File: src/mcit_pkg.sv
// shared constants and types for the interval timer bank
`default_nettype none

package mcit_pkg;

    localparam int NUM_TIMERS     = 4;
    localparam int REG_W          = 16;
    localparam int REGS_PER_TIMER = 3;
    localparam int REG_COUNT      = NUM_TIMERS * REGS_PER_TIMER;
    localparam int ADDR_W         = $clog2(REG_COUNT);
    localparam int TMR_W          = (NUM_TIMERS > 1) ? $clog2(NUM_TIMERS) : 1;
    localparam int OP_W           = 2;

    localparam int OFS_PRESCALE   = 0;
    localparam int OFS_COUNT      = 1;
    localparam int OFS_VECTOR     = 2;

    typedef enum logic [OP_W-1:0] {
        OP_TICK  = 2'd0,
        OP_READ  = 2'd1,
        OP_WRITE = 2'd2
    } op_t;

    typedef enum logic {
        KIND_READ = 1'b0,
        KIND_IRQ  = 1'b1
    } kind_t;

    typedef struct packed {
        logic                                is_read;
        logic [NUM_TIMERS-1:0]               fire;
        logic [REG_W-1:0]                    rd_data;
        logic [NUM_TIMERS-1:0][REG_W-1:0]    vec;
    } bank_result_t;

endpackage

`default_nettype wire

File: src/mcit_timer_bank.sv
// register file, prescale and period counters of all timers
`default_nettype none

module mcit_timer_bank (
    input  wire logic                         clk,
    input  wire logic                         rst_n,
    input  wire logic                         exec,
    input  wire logic [mcit_pkg::OP_W-1:0]    op,
    input  wire logic [mcit_pkg::ADDR_W-1:0]  addr,
    input  wire logic [mcit_pkg::REG_W-1:0]   data,
    output mcit_pkg::bank_result_t            res
);
    import mcit_pkg::*;

    logic [REG_W-1:0]      regs_reg  [REG_COUNT];
    logic [REG_W-1:0]      regs_next [REG_COUNT];
    logic [REG_W-1:0]      psc_reg   [NUM_TIMERS];
    logic [REG_W-1:0]      psc_next  [NUM_TIMERS];
    logic [REG_W-1:0]      per_reg   [NUM_TIMERS];
    logic [REG_W-1:0]      per_next  [NUM_TIMERS];
    logic [NUM_TIMERS-1:0] running;
    logic [NUM_TIMERS-1:0] fire;
    logic [REG_W-1:0]      psc_inc   [NUM_TIMERS];
    logic [REG_W-1:0]      per_inc   [NUM_TIMERS];
    logic                  is_tick;
    logic                  is_read;
    logic                  is_write;

    always_comb
    begin
        is_tick  = 1'b0;
        is_read  = 1'b0;
        is_write = 1'b0;
        case (op_t'(op))
            OP_TICK:  is_tick  = 1'b1;
            OP_READ:  is_read  = 1'b1;
            OP_WRITE: is_write = 1'b1;
            default:  ;
        endcase
    end

    always_comb
    begin
        regs_next = regs_reg;
        psc_next  = psc_reg;
        per_next  = per_reg;
        fire      = '0;
        for (int t = 0; t < NUM_TIMERS; t++)
        begin
            running[t] = (regs_reg[t*REGS_PER_TIMER + OFS_PRESCALE] != '0)
                      && (regs_reg[t*REGS_PER_TIMER + OFS_COUNT] != '0)
                      && (regs_reg[t*REGS_PER_TIMER + OFS_VECTOR] != '0);
            psc_inc[t] = psc_reg[t] + 1'b1;
            per_inc[t] = per_reg[t] + 1'b1;
            if (exec && is_tick)
            begin
                if (!running[t])
                begin
                    psc_next[t] = '0;
                    per_next[t] = '0;
                end
                else if (psc_inc[t] >= regs_reg[t*REGS_PER_TIMER + OFS_PRESCALE])
                begin
                    psc_next[t] = '0;
                    if (per_inc[t] >= regs_reg[t*REGS_PER_TIMER + OFS_COUNT])
                    begin
                        per_next[t] = '0;
                        fire[t]     = 1'b1;
                    end
                    else
                    begin
                        per_next[t] = per_inc[t];
                    end
                end
                else
                begin
                    psc_next[t] = psc_inc[t];
                end
            end
            // a write restarts the whole period of its timer
            for (int o = 0; o < REGS_PER_TIMER; o++)
            begin
                if (exec && is_write && (addr == ADDR_W'(t*REGS_PER_TIMER + o)))
                begin
                    regs_next[t*REGS_PER_TIMER + o] = data;
                    psc_next[t] = '0;
                    per_next[t] = '0;
                end
            end
        end
    end

    always_comb
    begin
        res         = '0;
        res.is_read = is_read;
        res.fire    = fire;
        if (is_read && (addr < ADDR_W'(REG_COUNT)))
        begin
            res.rd_data = regs_reg[addr];
        end
        for (int t = 0; t < NUM_TIMERS; t++)
        begin
            res.vec[t] = regs_reg[t*REGS_PER_TIMER + OFS_VECTOR];
        end
    end

    always_ff @(posedge clk or negedge rst_n)
    begin
        if (!rst_n)
        begin
            for (int r = 0; r < REG_COUNT; r++)
            begin
                regs_reg[r] <= '0;
            end
            for (int t = 0; t < NUM_TIMERS; t++)
            begin
                psc_reg[t] <= '0;
                per_reg[t] <= '0;
            end
        end
        else
        begin
            regs_reg <= regs_next;
            psc_reg  <= psc_next;
            per_reg  <= per_next;
        end
    end

    for (genvar g = 0; g < NUM_TIMERS; g++)
    begin : g_chk
        // a stopped timer sits at zero
        a_stopped_idle: assert property (@(posedge clk) disable iff (!rst_n)
            !running[g] |-> (psc_reg[g] == '0) && (per_reg[g] == '0))
            else $error("stopped timer has nonzero counters");

        // counters stay below their limits while running
        a_running_bounds: assert property (@(posedge clk) disable iff (!rst_n)
            running[g] |->
                (psc_reg[g] < regs_reg[g*REGS_PER_TIMER + OFS_PRESCALE]) &&
                (per_reg[g] < regs_reg[g*REGS_PER_TIMER + OFS_COUNT]))
            else $error("timer counter past its limit");
    end

endmodule

`default_nettype wire

File: src/mcit_result_queue.sv
// holds the results of one request and hands them out one per cycle while out_stall is low
`default_nettype none

module mcit_result_queue (
    input  wire logic                         clk,
    input  wire logic                         rst_n,
    input  wire logic                         exec,
    input  wire mcit_pkg::bank_result_t       res,
    output logic                              can_load,
    output logic                              out_valid,
    input  wire logic                         out_stall,
    output logic                              result_kind,
    output logic [mcit_pkg::REG_W-1:0]        read_data,
    output logic [mcit_pkg::REG_W-1:0]        irq_vector,
    output logic [mcit_pkg::TMR_W-1:0]        firing_timer,
    output logic                              last_of_run
);
    import mcit_pkg::*;

    logic                               read_pend_reg;
    logic                               read_pend_next;
    logic [NUM_TIMERS-1:0]              fire_pend_reg;
    logic [NUM_TIMERS-1:0]              fire_pend_next;
    logic [REG_W-1:0]                   rd_reg;
    logic [NUM_TIMERS-1:0][REG_W-1:0]   vec_reg;
    logic [NUM_TIMERS-1:0]              remaining;
    logic [TMR_W-1:0]                   idx;
    logic                               take;
    logic                               load;

    // lowest pending timer goes first
    always_comb
    begin
        idx = '0;
        for (int i = NUM_TIMERS - 1; i >= 0; i--)
        begin
            if (fire_pend_reg[i])
            begin
                idx = TMR_W'(i);
            end
        end
    end

    assign remaining = fire_pend_reg & (fire_pend_reg - 1'b1);
    assign out_valid = read_pend_reg || (fire_pend_reg != '0);
    assign take      = out_valid && !out_stall;
    assign last_of_run = read_pend_reg || (remaining == '0);
    assign can_load  = !out_valid || (take && last_of_run);
    assign load      = exec && (res.is_read || (res.fire != '0));

    assign result_kind  = read_pend_reg ? KIND_READ : KIND_IRQ;
    assign read_data    = read_pend_reg ? rd_reg : '0;
    assign irq_vector   = read_pend_reg ? '0 : vec_reg[idx];
    assign firing_timer = read_pend_reg ? '0 : idx;

    always_comb
    begin
        read_pend_next = read_pend_reg;
        fire_pend_next = fire_pend_reg;
        if (take)
        begin
            if (read_pend_reg)
            begin
                read_pend_next = 1'b0;
            end
            else
            begin
                fire_pend_next = remaining;
            end
        end
        if (load)
        begin
            read_pend_next = res.is_read;
            fire_pend_next = res.fire;
        end
    end

    always_ff @(posedge clk or negedge rst_n)
    begin
        if (!rst_n)
        begin
            read_pend_reg <= 1'b0;
            fire_pend_reg <= '0;
        end
        else
        begin
            read_pend_reg <= read_pend_next;
            fire_pend_reg <= fire_pend_next;
        end
    end

    always_ff @(posedge clk)
    begin
        if (load)
        begin
            rd_reg  <= res.rd_data;
            vec_reg <= res.vec;
        end
    end

    a_read_alone: assert property (@(posedge clk) disable iff (!rst_n)
        read_pend_reg |-> (fire_pend_reg == '0))
        else $error("read response mixed with interrupts");

    a_run_continues: assert property (@(posedge clk) disable iff (!rst_n)
        (take && !last_of_run) |=> out_valid)
        else $error("result run ended early");

    a_no_overwrite: assert property (@(posedge clk) disable iff (!rst_n)
        load |-> can_load)
        else $error("pending results overwritten");

endmodule

`default_nettype wire

File: src/multi_channel_interval_timer_core.sv
// top level of the interval timer bank: request register, timer bank, result queue
//
//  channel   valid      stall      payload
//  request   in_valid   in_stall   operation, reg_address, write_data
//  result    out_valid  out_stall  result_kind, read_data, irq_vector,
//                                  firing_timer, last_of_run
//
// one request per cycle while in_stall is low; results are registered in the result queue
// a tick that fires k timers gives k results, one per cycle while out_stall is low;
// the next request waits in the request register meanwhile, with in_stall high
// reset clears the request valid, timer registers, counters and pending flags, asynchronous, active low
// out_stall backs up into in_stall only when the result queue cannot drain
`default_nettype none

module multi_channel_interval_timer_core (
    input  wire logic                         clk,
    input  wire logic                         rst_n,
    input  wire logic                         in_valid,
    output logic                              in_stall,
    input  wire logic [mcit_pkg::OP_W-1:0]    operation,
    input  wire logic [mcit_pkg::ADDR_W-1:0]  reg_address,
    input  wire logic [mcit_pkg::REG_W-1:0]   write_data,
    output logic                              out_valid,
    input  wire logic                         out_stall,
    output logic                              result_kind,
    output logic [mcit_pkg::REG_W-1:0]        read_data,
    output logic [mcit_pkg::REG_W-1:0]        irq_vector,
    output logic [mcit_pkg::TMR_W-1:0]        firing_timer,
    output logic                              last_of_run
);
    import mcit_pkg::*;

    logic                in_valid_reg;
    logic [OP_W-1:0]     op_reg;
    logic [ADDR_W-1:0]   addr_reg;
    logic [REG_W-1:0]    data_reg;
    logic                can_load;
    logic                exec;
    bank_result_t        res;

    assign exec     = in_valid_reg && can_load;
    assign in_stall = in_valid_reg && !can_load;

    always_ff @(posedge clk or negedge rst_n)
    begin
        if (!rst_n)
        begin
            in_valid_reg <= 1'b0;
        end
        else if (!in_stall)
        begin
            in_valid_reg <= in_valid;
        end
    end

    always_ff @(posedge clk)
    begin
        if (in_valid && !in_stall)
        begin
            op_reg   <= operation;
            addr_reg <= reg_address;
            data_reg <= write_data;
        end
    end

    mcit_timer_bank u_bank (
        .clk   (clk),
        .rst_n (rst_n),
        .exec  (exec),
        .op    (op_reg),
        .addr  (addr_reg),
        .data  (data_reg),
        .res   (res)
    );

    mcit_result_queue u_queue (
        .clk          (clk),
        .rst_n        (rst_n),
        .exec         (exec),
        .res          (res),
        .can_load     (can_load),
        .out_valid    (out_valid),
        .out_stall    (out_stall),
        .result_kind  (result_kind),
        .read_data    (read_data),
        .irq_vector   (irq_vector),
        .firing_timer (firing_timer),
        .last_of_run  (last_of_run)
    );

    a_read_answers: assert property (@(posedge clk) disable iff (!rst_n)
        (exec && (op_reg == OP_READ)) |=> out_valid && (result_kind == KIND_READ))
        else $error("read request gave no response");

endmodule

`default_nettype wire
File: config.mk
export PLATFORM = sky130hd
export DESIGN_NAME = multi_channel_interval_timer_core
export DESIGN_NICKNAME = d
export VERILOG_FILES = /design/src/mcit_pkg.sv /design/src/mcit_timer_bank.sv /design/src/mcit_result_queue.sv /design/src/multi_channel_interval_timer_core.sv
export SDC_FILE = /design/constraint.sdc
export NUM_CORES = 1
export LEC_CHECK = 0
export ABC_AREA = 1
export BUFFER_PORTS_ARGS = -buffer_cell sky130_fd_sc_hd__buf_2
export CORE_MARGIN = 10
export CORE_UTILIZATION = 41
export CTS_BUF_LIST = sky130_fd_sc_hd__clkbuf_8 sky130_fd_sc_hd__clkbuf_16
export DETAILED_ROUTE_END_ITERATION = 8
export MAX_ROUTING_LAYER = met4
export PLACE_DENSITY = 0.59
export RECOVER_POWER = 100
export SYNTH_ARGS = -nofsm -noshare
export SYNTH_HDL_FRONTEND = slang
export SYNTH_SLANG_ARGS = --single-unit
File: constraint.sdc
create_clock -name clk -period 5 [get_ports clk]
set_input_delay 0.5 -clock clk [delete_from_list [all_inputs] [get_ports clk]]
set_output_delay 0.5 -clock clk [all_outputs]
set_load 0.01 [all_outputs]
**Word level (Yosys, flattened, before mapping)**

Index checks and enable logic that the tools add are counted.

- Eq/ne operators: 18
- Shift operators: 0
- Reduce and logical (&&, ||, !) cells: 64
- Add/subtract/negate cells: 9
- Multiply operators: 0
- Divide/modulo/power cells: 0
- Muxes and demuxes: 89
- Bitwise operators: 2
- $lt $le $gt $ge: 11

Operators with widths:

| operator | number |
|---|---|
| $mux W16 | 57 |
| $reduce_bool A16 Y1 | 12 |
| $add A16 B1 Y16 const B | 8 |
| $ge A16 B16 Y1 | 8 |
| $bmux W16 S4 | 1 |
| $bmux W16 S2 | 1 |
| $logic_and A1 B1 Y1 | 29 |
| $reduce_bool A4 Y1 | 6 |
| $mux W1 | 22 |
| $ne A5 B5 Y1 const B | 4 |
| $eq A4 B3 Y1 const B | 4 |
| $eq A4 B4 Y1 const B | 4 |
| $mux W4 | 3 |
| $mux W2 | 5 |
| $reduce_and A2 Y1 | 5 |
| $eq A4 B2 Y1 const B | 2 |
| $logic_not A4 Y1 | 2 |
| $ge A5 B5 Y1 const B | 1 |
| $not A4 Y5 | 1 |
| $and A4 B4 Y4 | 1 |
| $eq A4 B1 Y1 const B | 1 |
| $logic_not A1 Y1 | 4 |
| $logic_or A1 B1 Y1 | 4 |
| $lt A4 B4 Y1 const B | 1 |
| 7 further kinds | 7 |

- Bits in latches: 0
- Flip-flop bits (word level): 428
- Bits in read-only memories: 0
- RAM bits: 0
- Memories: 0
- Logic and storage cells: 224
- Output and inout port bits: 38
- Bits of input ports: 26

**Logic depth before layout (Yosys ltp)**

Gate-level depths: netlist (run 1).

- Word-level depth: 14
- Depth in mapped cells: 23
- Gate-level depth less buffers: 23

**Cells and area by module**

Synthesis (run 1) repeated with hierarchy kept, for this count alone.

- Cells, all modules: 3338
- Area, all modules: 25595.8 um2

Modules (own cells, without submodules):

| module | area an instance (um2) | sequential area each (um2) | instances | cells an instance |
|---|---|---|---|---|
| mcit_timer_bank | 21067.7 | 8007.7 | 1 | 2961 |
| mcit_result_queue | 3802.4 | 2527.4 | 1 | 346 |
| multi_channel_interval_timer_core | 725.7 | 685.7 | 1 | 31 |

**Least setup slack after synthesis (run 1)**

No wires, ideal clock.

- Kind: register to register
- Start: reg u_bank.psc_reg[16] (netlist name)
- End: reg u_queue.rd_reg[0], enable pin
- Path buffers: 0
- Cell stages (with the launch flop): 17
- Clock period less this slack: 4.674 ns
- Setup time: 0.433 ns
- Required time: 4.567 ns
- Setup slack: 0.326 ns
- Arrival: 4.241 ns
- Cell sequence: dfrtp_1 -> nand3_1 -> nor3_1 -> nand3_1 -> nor3b_1 -> nand2_1 -> nor3b_1 -> xor2_1 -> ha_1 -> nand4_1 -> nor3_1 -> nand3_1 -> nand3_1 -> nand3_1 -> nand3_1 -> o21bai_1 -> inv_1

- Word-level cells in the longest chain between the ends: 8

RTL lines:

| element | RTL line | RTL |
|---|---|---|
| from (decl) | mcit_timer_bank.sv:17 | `logic [REG_W-1:0] psc_reg [NUM_TIMERS];` |
| from (signal assigned) | mcit_timer_bank.sv:125 | `psc_reg <= psc_next;` |
| $add A16 B1 Y16 | mcit_timer_bank.sv:53 | `psc_inc[t] = psc_reg[t] + 1'b1;` |
| $ge A16 B16 Y1 | mcit_timer_bank.sv:62 | `else if (psc_inc[t] >= regs_reg[t*REGS_PER_TIMER + OFS_PRESCALE])` |
| $mux W1 | mcit_timer_bank.sv:62 |  |
| $mux W1 | mcit_timer_bank.sv:57 | `if (!running[t])` |
| $mux W1 | mcit_timer_bank.sv:55 | `if (exec && is_tick)` |
| $reduce_bool A4 Y1 | mcit_result_queue.sv:49 | `assign load = exec && (res.is_read \|\| (res.fire != '0));` |
| $logic_or A1 B1 Y1 | mcit_result_queue.sv:49 |  |
| $logic_and A1 B1 Y1 | mcit_result_queue.sv:49 |  |
| to (signal assigned) | mcit_result_queue.sv:96 | `rd_reg <= res.rd_data;` |
| to (decl) | mcit_result_queue.sv:24 | `logic [REG_W-1:0] rd_reg;` |

Every way passes these cells.
A chain may end at the register's enable or synchronous reset.

**Worst setup path in the final report (run 1)**

- Start: reg u_queue.fire_pend_reg[0]
- End: reg u_bank.per_reg[17] (netlist name)

- Word-level cells in the longest chain between the ends: 12
- Elaborated cells between the ends (all ways): 22
- Classes of those cells: 1 x add/sub; 1 x eq/ne; 3 x mux; 1 x bitwise; 16 x reduce/logical

RTL lines:

| element | RTL line | RTL |
|---|---|---|
| from (decl) | mcit_result_queue.sv:22 | `logic [NUM_TIMERS-1:0] fire_pend_reg;` |
| from (signal assigned) | mcit_result_queue.sv:88 | `fire_pend_reg <= fire_pend_next;` |
| $sub A4 B1 Y4 | mcit_result_queue.sv:44 | `assign remaining = fire_pend_reg & (fire_pend_reg - 1'b1);` |
| $and A4 B4 Y4 | mcit_result_queue.sv:44 |  |
| $logic_not A4 Y1 | mcit_result_queue.sv:47 | `assign last_of_run = read_pend_reg \|\| (remaining == '0);` |
| $logic_or A1 B1 Y1 | mcit_result_queue.sv:47 |  |
| $logic_and A1 B1 Y1 | mcit_result_queue.sv:48 | `assign can_load = !out_valid \|\| (take && last_of_run);` |
| $logic_or A1 B1 Y1 * | mcit_result_queue.sv:48 |  |
| $logic_and A1 B1 Y1 * | multi_channel_interval_timer_core.sv:41 | `assign exec = in_valid_reg && can_load;` |
| $logic_and A1 B1 Y1 (2 in series) | mcit_timer_bank.sv:83 | `if (exec && is_write && (addr == ADDR_W'(t*REGS_PER_TIMER + o)))` |
| $mux W16 (3 in series) | mcit_timer_bank.sv:83 |  |
| to (signal assigned) | mcit_timer_bank.sv:126 | `per_reg <= per_next;` |
| to (decl) | mcit_timer_bank.sv:19 | `logic [REG_W-1:0] per_reg [NUM_TIMERS];` |

Every way passes the cells marked *; elsewhere a longest branch is shown, timed or not.

==> results of run 1 <==
==> cells by family after synthesis <==
| kind of cell | synth area share (%) |
|---|---|
| buffers and inverters | 8.89 |
| flip-flops | 45.9 |
| AO/OA/AOI/OAI | 13.0 |
| AND/OR/NAND/NOR | 21.8 |
| XOR/XNOR | 3.44 |
| adder cells (fa/ha/maj) | 6.96 |
==> what timing repair did <==
item | 4_1_cts | 5_1_grt
gates resized for setup | 0 | 0
hold buffers | 1 | 0
hold endpoints to repair | 79 | 0
buffers inserted | 0 | 0
==> layout make-up <==
type	count	area [sq um]	area share, %
clock inverter	32	352	1.31
timing repair buffer	90	443	1.65
antenna	1	2.50	0.00931
tap	773	967	3.60
clock buffer	56	1320	4.92
multi-input combinational	2021	10900	40.6
inverter	445	1680	6.23
sequential	428	11200	41.7
==> worst max-delay path: cells and delay by family (launching register included) <==
| kind | cells | cell delay, ps |
|---|---|---|
| and+or+nand+nor | 12 | 3520 |
| DFF | 1 | 420 |
| buffers and inverters | 1 | 350 |
| AOI/OAI and AO/OA | 1 | 100 |
==> per-layer routing <==
metal	vias to the layer above	global-route usage (%)	wire, microns
met5	-	-	0
met4	0	7.04	2500
met3	128	4.19	6030
met2	692	34.1	35200
met1	10200	30.9	35600
li1	10000	-	-
==> cell usage in the layout (no fill, tap or decap), types with 8 or more instances in the layout <==
master and instances:
a21oi_1 78, buf_2 22, buf_4 12, clkbuf_1 50
clkbuf_16 49, clkinv_2 8, clkinvlp_4 11, dfrtp_1 326
edfxtp_1 102, ha_1 136, inv_1 441, nand2_1 650
nand3_1 117, nand4_1 128, nor2_1 223, nor3_1 52
nor3b_1 13, nor4_1 8, o21ai_0 365, o21ai_1 8
o21bai_1 9, o22ai_1 95, xnor2_1 13, xor2_1 83
==> power groups by stage <==
stage | combinational, mW | sequential [mW] | clock, mW
after floorplan | 4.26 | 5.11 | 0
after global placement | 6.05 | 5.38 | 0
after detailed placement | 6.21 | 5.41 | 0
after CTS | 6.23 | 5.35 | 3.76
after global routing | 6.84 | 5.47 | 3.91
final | 6.09 | 5.38 | 3.71
==> stage by stage <==
stage / std cells / power (mW)
floorplan: 3003 / 9.37
CTS: 3845 / 15.3
detailed placement: 3756 / 11.6
finish: 3846 / 15.2
global route: 3845 / 16.2
global placement: 3756 / 11.4
==> worst max-delay path by stage <==
stage	end	slack, ps
6_report	u_bank.per_reg[17]	400
2_1_floorplan	u_queue.rd_reg[0]	330
5_1_grt	u_queue.rd_reg[14]	7
3_5_place_dp	u_queue.rd_reg[11]	410
4_1_cts	u_queue.rd_reg[14]	390
3_3_place_gp	u_queue.rd_reg[11]	680
==> results.cfg, run 1 <==
[timing]
timing.final.ws_setup_ps = 397
period_needed_ps = 4600
hold_slack_ps = 65.7
worst_pin_slew_ps = 2330
maxSlewViolCount = 441
finalHoldViolCount = 0
skew_ps = 18.7
tns_ps = 0
clock.fmax_mhz = 217
rsz0062_at_grt = no
max_slew_margin_pct = -55.3
post-route-period-util_pct = 92.1
setup_violations = 0

[placement]
io_buffers = 63
placed_area_sq_um = 25500
dp_slack_ps = 413
hpwl_microns = 59100
gp_congestion = 0.963

[power]
ir_worst_vdd_v = 0.000349
power.leakage_nw = 12.8
p_sw_share_pct = 43.7
power_switching_mw = 6.64
comb_power_share_pct = 40.2
p_seq_share_pct = 35.4
internal_power_mw = 8.54
powerDensity_nw_per_um2 = 564
pwr-share-clk_pct = 24.4

[synthesis]
netlist.top_cell.by_area = dfrtp_1
yosysWarnings = 0
netlist_area_sq_um = 24400
ys_seq_elements = 428
synth_commonest_cells = nand2_1, inv_1, o21ai_0
avgSynthCellArea_sq_um = 8.14
async_flop_share_pct = 76.2
synth_top_cells_by_area = dfrtp_1, edfxtp_1, nand2_1
synth.distinct_cells = 49
syn_inst = 3003
synth-main-ff-cell = dfrtp_1
yosysSeqAreaShare_pct = 45.9
synth_nets = 3165
yosys.area.top_type_share_pct = 33.4
synth_edf_count = 102
yosysMostFrequentCell = nand2_1

[worst_hold_path]
min_path_type = in -> reg
hp-start = reg_address[0]
min_to = addr_reg[0]
holdPathStages = 1

[route]
drc = 0
vias = 21000
dr.pass1.iters = 6
drt_iter0_markers = 2433
routedWlPerCell_microns = 20.6
viasPerCell = 5.47
ant_nets = 0
totalWireLength_microns = 79300

[cells_and_area]
utilization_pct = 45.6
nets = 3196
drive_above_1_share_pct = 4.95
nFillCells = 5881
largest_register_ffs = 128
syn_to_final_growth_pct = 10.0
final_area_sq_um = 26900

[cts]
htreeDepth = 2
clk_pin_slew_ps = 60
cts.root.buffer_cell = clkbuf_16
clockBufferDepth = 3
clk_latency_ps = 610
clkSinkCount = 428
cts_made_buffers = 48
cts_tree = done

[worst_setup_path]
path_class = reg -> reg
critical_path.max_fanout = 34
crit_top_cell = nand2_1
crit_path_end_kind = flop
crit_chain = nor2_1 -> nand2_1 -> nand2_1 -> nand2_1 -> nand2_2 -> nand2_1 -> nand2_1 -> nand3_1 -> inv_6 -> nand2_1 -> nand3_1 -> nand2_1 -> nand2_1 -> o21ai_0
rr_startpoint = u_queue.fire_pend_reg[0]
r2r_slack_ps = 400
startpoint = u_queue.fire_pend_reg[0]
cp-start-kind = flop
rr_endpoint = u_bank.per_reg[17]
crit_required_ps = 5440
critPathArrivalTime_ps = 5050
reg2reg_depth = 14
cp_slowest_stage_delay_ps = 630
slowest_stage = nand3_1

[job]
cap_violations = 7

[global_route]
grt_pass1_vias = 20100
grt_max_degree = 117
grt.total_usage_pct = 22.8
grt_pass1_wl_microns = 121000
overflow = 0
antenna_found_initial = 4

[floorplan]
initial_core_util_pct = 41.4
core_area_sq_um = 59000
ios = 64
die_area_sq_um = 69800
die_w_microns = 264
num_rows = 89
dieHeight_microns = 264

[run_status]
status = finished, violations left
violations = max-capacitance violations, max-slew violations
(Power assumes the default switching activity.)
==> run 2: changes to the inputs <==
- BUFFER_PORTS_ARGS: -buffer_cell sky130_fd_sc_hd__buf_2 -> -buffer_cell sky130_fd_sc_hd__buf_4
- CORE_MARGIN: 10 -> unset
==> run 2 against run 1 <==
The run still ends with max-capacitance violations, max-slew violations left. Die area down 13%. Critical path depth down 4. First-iteration DRC count down 9.1%. Sequential power down 1%. Setup slack worse by 160 ps. Sequential cell count unchanged. Non-clock buffer count down 4. Combinational power about the same. Critical path type unchanged. Largest cell class unchanged. Highest routed layer unchanged.
==> results.cfg, run 2 (synthesis gave the netlist of run 1 again) <==
[run_status]
status = finished, violations left
violations = max-capacitance violations, max-slew violations

[worst_setup_path]
crit_top_cell = nor2_1
cp_top_family = buffers and inverters
crit_required_ps = 5540
cp_slowest_stage_delay_ps = 1700
cp_num_buf_inv = 3
critPathArrivalTime_ps = 5310
crit_chain = inv_1 -> nor2_1 -> inv_1 -> clkbuf_1 -> nor2_1 -> o21ai_1 -> nand4_2 -> nor2_1 -> nand2_1 -> nand2_1
slowest_stage = clkbuf_1
critical_path.max_fanout = 48
cp-start-kind = flop
path_class = reg -> reg
crit_path_end_kind = flop

[floorplan]
ios = 64
core_area_sq_um = 58900
num_rows = 89
dieHeight_microns = 246
die_w_microns = 246
initial_core_util_pct = 41.5
die_area_sq_um = 60600

[timing]
timing.final.ws_setup_ps = 233
post-route-period-util_pct = 95.3
hold_slack_ps = 86.7
rsz0062_at_grt = no
maxSlewViolCount = 185
tns_ps = 0
setup_violations = 0
clock.fmax_mhz = 210
max_slew_margin_pct = -148
period_needed_ps = 4770
worst_pin_slew_ps = 3720
skew_ps = 19.7
finalHoldViolCount = 0

[cells_and_area]
drive_above_1_share_pct = 4.69
largest_register_ffs = 128
nFillCells = 5893
utilization_pct = 45.6
nets = 3193
layout_commonest_cell = nand2_1
syn_to_final_growth_pct = 9.87
final_cell_mix = nand2_1, inv_1, o21ai_0, dfrtp_1, nor2_1
final_cells = 3846

[placement]
io_buffers = 63
gp_congestion = 0.989
dp_cells = 3752
hpwl_microns = 56900
dp_slack_ps = 500

[cts]
cts.root.buffer_cell = clkbuf_16
cts_tree = done
clockBufferDepth = 3
clk_pin_slew_ps = 60
cts_resized = 0
htreeDepth = 2
cts_made_buffers = 49
clk_latency_ps = 610
clkSinkCount = 428

[power]
powerDensity_nw_per_um2 = 556
p_sw_share_pct = 43.7
comb_power_share_pct = 41.0
power.leakage_nw = 12.8
ir_worst_vdd_v = 0.000276
p_seq_share_pct = 35.6
power_switching_mw = 6.52
pwr-share-clk_pct = 23.4
internal_power_mw = 8.41

[route]
ant_nets = 0
vias = 21100
dr.pass1.iters = 6
drt_iter0_markers = 2211
totalWireLength_microns = 77300
viasPerCell = 5.48
routedWlPerCell_microns = 20.1
drc = 0

[global_route]
grt_pass1_wl_microns = 118000
antenna_found_initial = 2
grt.total_usage_pct = 26.4
overflow = 0
grt_pass1_vias = 19700
grt_max_degree = 141

[job]
cap_violations = 4

[worst_hold_path]
min_path_type = in -> reg
## run 2: changes by cell type in the layout (fill, tap and decap cells not counted), sizes merged
cell,before,now
clkbuf,110,121
dlymetal6s4s,0,1
bufinv,4,2
clkinv,14,24
clkinvlp,11,2
inv,448,455
buf,35,17
## run 2: final timing paths
path,from,to,slack (ps),depth (start not counted)
worst min register to register,u_bank.res[38],u_queue.vec_reg[38],440,0
worst max register to register,addr_reg[0],u_bank.psc_reg[61],230,10
min in group asynchronous,rst_n,u_bank.res[60],1850,2
max in group asynchronous,rst_n,u_bank.psc_reg[54],1020,2
worst max-delay path,addr_reg[0],u_bank.psc_reg[61],230,10
worst min-delay path,write_data[2],data_reg[2],90,1
## run 2: power by group through the flow
stage / logic (mW) / registers, mW / clock network [mW]
after floorplan: 4.26 / 5.11 / 0
after global routing: 6.85 / 5.42 / 3.67
final: 6.12 / 5.32 / 3.49
after detailed placement: 6.24 / 5.36 / 0
after CTS: 6.26 / 5.30 / 3.55
after global placement: 6.11 / 5.33 / 0
## run 2: cell type report
cell class	count	area [sq um]	area share, %
inverters	445	1680	6.24
flip-flops and latches	428	11200	41.8
diodes	1	2.50	0.00932
clock buffers	54	1290	4.82
multi-input cells	2021	10900	40.7
clock inverters	38	255	0.950
repair buffers	86	503	1.87
well taps	773	967	3.60
## run 2: per-stage QoR
| step | cell area [sq um] | power, mW |
|---|---|---|
| 3_3_place_gp | 25600 | 11.4 |
| 4_1_cts | 27200 | 15.1 |
| 6_report | 26900 | 14.9 |
| 2_1_floorplan | 24400 | 9.37 |
| 3_5_place_dp | 25600 | 11.6 |
| 5_1_grt | 26900 | 15.9 |
## run 2: per-layer routing
metal | GRT usage, % | up-vias | routed length, microns
li1 | - | 10000 | -
met1 | 36.1 | 10200 | 34700
met2 | 39.9 | 753 | 34600
met3 | 5.25 | 119 | 6180
met4 | 6.52 | 0 | 1850
met5 | - | - | 0
## run 2: repair_timing
action | 4_1_cts | 5_1_grt
hold buffers | 1 | 0
setup buffers | 0 | 0
endpoints found under the hold margin | 76 | 0
endpoints found under the setup margin | 0 | 0
